===== src/hdl/ipq_ram.sv =====
// Simple dual-port synchronous RAM, one write and one registered read port.
// Used for the heap slots and the position map. No package dependency.
`timescale 1ns / 1ps

module ipq_ram #(
   parameter int WIDTH = 8,
   parameter int DEPTH = 16,
   parameter int AW    = (DEPTH > 1) ? $clog2(DEPTH) : 1
) (
   input  logic             clock,
   input  logic             wr_en,
   input  logic [AW-1:0]    wr_addr,
   input  logic [WIDTH-1:0] wr_data,
   input  logic             rd_en,
   input  logic [AW-1:0]    rd_addr,
   output logic [WIDTH-1:0] rd_data
);

   logic [WIDTH-1:0] mem [DEPTH];
   logic [WIDTH-1:0] rd_data_ff;

   always_ff @(posedge clock) begin
      if (wr_en) begin
         mem[wr_addr] <= wr_data;
      end
      if (rd_en) begin
         rd_data_ff <= mem[rd_addr];
      end
   end

   assign rd_data = rd_data_ff;

endmodule


===== config.mk =====
export PLATFORM = sky130hd
export DESIGN_NAME = ipq_ram
export DESIGN_NICKNAME = d
export VERILOG_FILES = /design/src/hdl/ipq_ram.sv
export SDC_FILE = /design/constraint.sdc
export NUM_CORES = 1
export LEC_CHECK = 0
export ABC_AREA = 0
export BUFFER_PORTS_ARGS = -buffer_cell sky130_fd_sc_hd__buf_2
export CORE_MARGIN = 5
export CORE_UTILIZATION = 50
export DETAILED_ROUTE_END_ITERATION = 6
export GPL_TIMING_DRIVEN = 0
export PLACE_DENSITY = 0.67
export SLEW_MARGIN = 20
export SYNTH_ARGS = -nofsm -noshare
export SYNTH_HDL_FRONTEND = slang
export SYNTH_SLANG_ARGS = --single-unit

===== constraint.sdc =====
create_clock -name clock -period 4.5 [get_ports clock]
set_input_delay 1.125 -clock clock [delete_from_list [all_inputs] [get_ports clock]]
set_output_delay 1.125 -clock clock [all_outputs]
set_load 0.005 [all_outputs]

==> run metrics, run 1 <==
Final ANT Viol Nets=0; DR WL/cell=22.8 µm; global-route wire length before repair=between 10 and 15 mm; post-CTS sizing=0; RePlAce Congestion=0.721; Synth Warn #=0; placed cell area=5540 µm²; CTS HTree Levels=4; max_cap viols=0; die height=112 µm; final worst slack=between 2 and 2.5 ns; clk sinks=136; Post-CTS Repair Setup Buffers=0; final total power=3.04 mW; Setup Skew=0.00489 ns; share of layout cells above drive strength 1=31.5%; WHS Endpoint=rd_data[4]; Max Slew Vio Count=0; FF-to-FF setup slack=2.94 ns; kind of critical path=input port to flip-flop; via/cell ratio=5.75; Total GRT Usage=16.6%; critical path fanouts, max=8; WL final=around 9.6 mm; Hold Crit Class=flip-flop to flip-flop; power per standard cell area=a little under 500 nW/µm²; synth top area cells=edfxtp_1 (78%), mux4_2 (7.8%), mux4_1 (7.0%); Placement Setup Slack=about 1.6 ns; PortBufs=25; Distinct cells, synth=18; Reg-to-Reg End=rd_data[0]; number of instances in the placed design=slightly below 400; post-synthesis sequential area ratio=slightly below 80%; fin nets=292; Worst-Margin Slew=0.845 ns; DP HPWL=between 6 and 7 mm; synthesized instance count=229; run status=finished clean; Die Wd=112 µm; RSZ-0062 raised after global routing=false; via count=2425; fin crit share=roughly 50%; fin cells=422; Max-slew headroom=43.5%; Root Driver=clkbuf_8; Worst R2R Start=mem[1][0]; gr ovfl total=0; crit end category=flip-flop; later-pin clock latency in the skew report=0.52 ns; top cell type's share of synthesized area=78.1%; Final min period=2.26 ns; hold depth=3; Num CTS Buffers=17; setup TNS=0 ns; fmax=0.443 GHz; site row count=37; Max IR drop VDD=0.256 mV; Hold Crit Start=mem[10][4]; Post-route DRC=0; Final Setup Violations=0; synthesized cell area=~5200 µm²; Hold Buf Count CTS=0; maximum number of pins on one net before global-route repair=17; CP arrival=2.40 ns; most frequent cells in the layout=edfxtp_1 (136), buf_2 (28), mux4_2 (18); Clock Path Buffers=2; die area=12600 µm²; Initial DRT Pass Iterations=4; CTS tree=yes; antenna diode count=0; Starting Density=50.9%; syn_nets=approximately 250; Leak=a little over 2 nW; CORE AREA=10300 µm²; Worst Reg-to-Reg Cells=3; final hold slack=0.780 ns; most common cell after layout, fill and taps aside=edfxtp_1; Yosys top cell by area=edfxtp_1; cell area after layout=6180 µm²; syn avg cell area=roughly 23 µm²; vias in the first global route=2498; CP required=4.64 ns; # IOs=27; Final Hold Viols=0; initial antenna violation count=0; area delta synth->final=18.3%; Iter 0 DRT Violations=184; Yosys reg bits=~140; Clock transition at path regs=0.06 ns; fin util=between 60 and 70%; Startpoint Class=input port
## worst max-delay path: stages
cell    delay (ns)
buf_2         0.11
or3b_2        0.53
nor2_1        0.62
## sequential cells by signal, summed over array words and instances, names as in the netlist
register / flops
mem: 128
rd_data: 8
## area by class of cell
class	instances	area, µm²
fillers	722	4100
clock inverters	15	225
well taps	136	170
multi-input cells	83	1080
flip-flops and latches	136	4080
clock buffers	17	414
plain buffers	10	86.3
repair buffers	25	125
## per-layer routing
metal / wire length [µm] / global-route usage, % / vias up
li1: - / - / 1071
met1: 4260 / 22.2 / 1260
met2: 4650 / 25.4 / 78
met3: 509 / 5.34 / 16
met4: 219 / 6.73 / 0
met5: 0 / 0 / -
## cells by family after synthesis
logic type	Yosys count	share of synthesized area, %
flops	136	78.1
compound gates	16	2.30
simple gates	35	3.14
mux	32	14.8
buf+inv	10	1.65
## power breakdown
group          switching (mW)  internal, mW
clock                   0.512         0.957
combinational          0.0777        0.0550
sequential            0.00576          1.43
total                   0.595          2.44
## worst max-delay path by stage
stage	start	end	cells past startpoint
floorplan	wr_addr[2]	mem[0][0]	2
global placement	wr_addr[2]	mem[0][4]	3
detailed placement	wr_addr[2]	mem[2][4]	3
CTS	wr_addr[2]	mem[2][6]	3
global route	wr_addr[2]	mem[2][2]	3
finish	wr_addr[2]	mem[1][1]	3
## synthesized netlist by cell type, drive strengths merged
| cell type | instances |
|---|---|
| or3b | 1 |
| nor3 | 4 |
| nor2b | 1 |
| nand3b | 2 |
| and2 | 1 |
| a22oi | 16 |
| clkdlybuf4s25 | 3 |
| mux4 | 32 |
| buf | 7 |
| nand2 | 9 |
| nor2 | 13 |
| edfxtp | 136 |
| nand2b | 2 |
| and2b | 1 |
| nand3 | 1 |
Power figures use the tool's default switching activity.
==> inputs of run 2 (changes only) <==
- ABC_AREA: 0 -> 1
- PLACE_DENSITY: 0.67 -> 0.7
- clock period: 4.5 -> 1.92 ns (I/O delays scaled with it)
==> run metrics, run 2 <==
Layout fillers=943; clk sinks=roughly 140; synthesized instance count=551; Final ANT Viol Nets=0; crit end category=flip-flop; Final min period=1.52 ns; Post-CTS Repair Setup Buffers=0; Reg-to-Reg End=rd_data[1]; CP required=roughly 2 ns; via/cell ratio=around 5; FF-to-FF setup slack=0.75 ns; antenna diode count=0; Total GRT Usage=about 20%; Hold Crit Class=input port to flip-flop; PortBufs=23; Leak=2.93 nW; Setup Skew=0.00480 ns; clock power share=47.8%; Seq. cell area=4080 µm²; CTS HTree Levels=4; Power Internal=5.75 mW; Max Slew Vio Count=0; die height=118 µm; Clock Path Buffers=2; maximum number of pins on one net before global-route repair=17; Main synth FF type=edfxtp_1; share of layout cells above drive strength 1=between 10 and 15%; global-route wire length before repair=20.8 mm; Distinct cells, synth=11; run status=finished clean; synthesized cell area=5850 µm²; critical path fanouts, max=8; via count=3828; Yosys reg bits=136; gr ovfl total=0; WL final=between 10 and 15 mm; final worst slack=0.402 ns; syn_nets=570; Clock transition at path regs=0.06 ns; CP Launch Point=wr_addr[3]; Synth Warn #=0; CTS tree=yes; Final Setup Violations=0; Hold Buf Count CTS=0; # IOs=27; async set or reset register ratio after synthesis=0%; sw frac=20.7%; fmax=0.659 GHz; kind of critical path=input port to flip-flop; CP arrival=between 1.5 and 2 ns; Num CTS Buffers=17; Max-slew headroom=37.9%; Comb power frac=5.8%; top cell type's share of synthesized area=69.8%; switching pwr=1.50 mW; Max IR drop VDD=slightly above 0.7 mV; area of the multi-input gates=roughly 1200 µm²; Post-route DRC=0; CORE AREA=11400 µm²; vias in the first global route=3574; most frequent cells in the layout=nand2_1 (173), edfxtp_1 (136), inv_1 (100); fin util=between 50% and 60%; power per standard cell area=1070 nW/µm²; Synth top cells by count=nand2_1 (173), edfxtp_1 (136), inv_1 (100), nand3_1 (97), nor2_1 (17); Worst R2R Start=mem[11][1]; Worst Reg-to-Reg Cells=6; Worst-Margin Slew=0.928 ns; Starting Density=51.2%; most common cell in the netlist=nand2_1; RePlAce Congestion=0.850; site row count=39; post-synthesis sequential area ratio=between 60 and 70%; most common cell after layout, fill and taps aside=nand2_1; Initial DRT Pass Iterations=5; Final Hold Viols=0; DR WL/cell=17.9 µm; area delta synth->final=15.9%; Die Wd=118 µm; Most flops, register=mem; Largest register FFs=128; Root Driver=clkbuf_16; initial antenna violation count=0; RSZ-0062 raised after global routing=false; EDFF count, synth=~140; Startpoint Class=input port; max_cap viols=0; fin crit share=79.1%; syn avg cell area=10.6 µm²; Iter 0 DRT Violations=394; fin nets=612; die area=between 10000 and 15000 µm²; post-CTS sizing=0; sequential share of power=between 40% and 50%; CP Capture Point=mem[4][0]; Yosys top cell by area=edfxtp_1; synth top area cells=edfxtp_1 (70%), nand2_1 (11%), nand3_1 (8.3%); later-pin clock latency in the skew report=0.42 ns; Placement Setup Slack=-0.00356 ns; DP HPWL=8.88 mm
run 2: changes by cell type after synthesis, moves of 10 or more:
cell     change
nand3_1     +96
a22oi_1     -16
mux4_1      -14
mux4_2      -18
inv_1      +100
nand2_1    +164
buf_2       +10
run 2: layout make-up:
cell class | instances | area share, %
well taps | 143 | 2.64
clock inverters | 15 | 3.07
plain buffers | 24 | 2.46
multi-input cells | 289 | 17.9
repair buffers | 23 | 1.70
flip-flops and latches | 136 | 60.3
clock buffers | 17 | 6.28
inverters | 102 | 5.65
run 2: worst min path at each step:
stage	start	to	slack, ns	depth (start not counted)
after floorplan	wr_data[0]	mem[0][0]	0.58	0
after global placement	mem[8][7]	rd_data[7]	0.77	6
after detailed placement	mem[4][6]	rd_data[6]	0.78	6
after CTS	rd_en	rd_data[2]	0.40	1
after global routing	rd_en	rd_data[1]	0.39	1
final	rd_en	rd_data[1]	0.40	1
run 2: per-stage QoR:
step           hold WS [ns]  instance area, µm²  setup TNS [ns]  std cells  total power [mW]
2_1_floorplan         0.579                5850               0        551              3.66
3_3_place_gp          0.765                6140               0        717              3.83
3_5_place_dp          0.781                6140         -0.0246        717              3.84
4_1_cts               0.398                6770               0        749              7.27
5_1_grt               0.394                6770               0        749              7.47
6_report              0.401                6770               0        749              7.25
run 2: power by group through the flow:
stage                     combinational [mW]  sequential (mW)  clock, mW
final                                  0.423             3.36       3.47
after global routing                   0.468             3.37       3.63
after CTS                              0.421             3.36       3.48
after detailed placement               0.418             3.42          0
after global placement                 0.411             3.42          0
after floorplan                        0.234             3.42          0
run 2: routing by layer:
metal	up-vias	wire [µm]	share of wire (%)	GRT usage, %
met5	-	0	0	0
met4	0	187	1.4	5.30
met3	13	1140	8.5	6.11
met2	162	6020	45	29.2
met1	1788	6050	45	29.4
li1	1865	-	-	-
run 2: cell families after synthesis:
| group | synth area share, % |
|---|---|
| flops | 69.8 |
| buf+inv | 9.39 |
| simple gates | 20.8 |
run 2: critical path, cell delays in order:
cell and delay, ns:
buf_2 0.12, nand3b_1 0.22, nor2_1 0.74
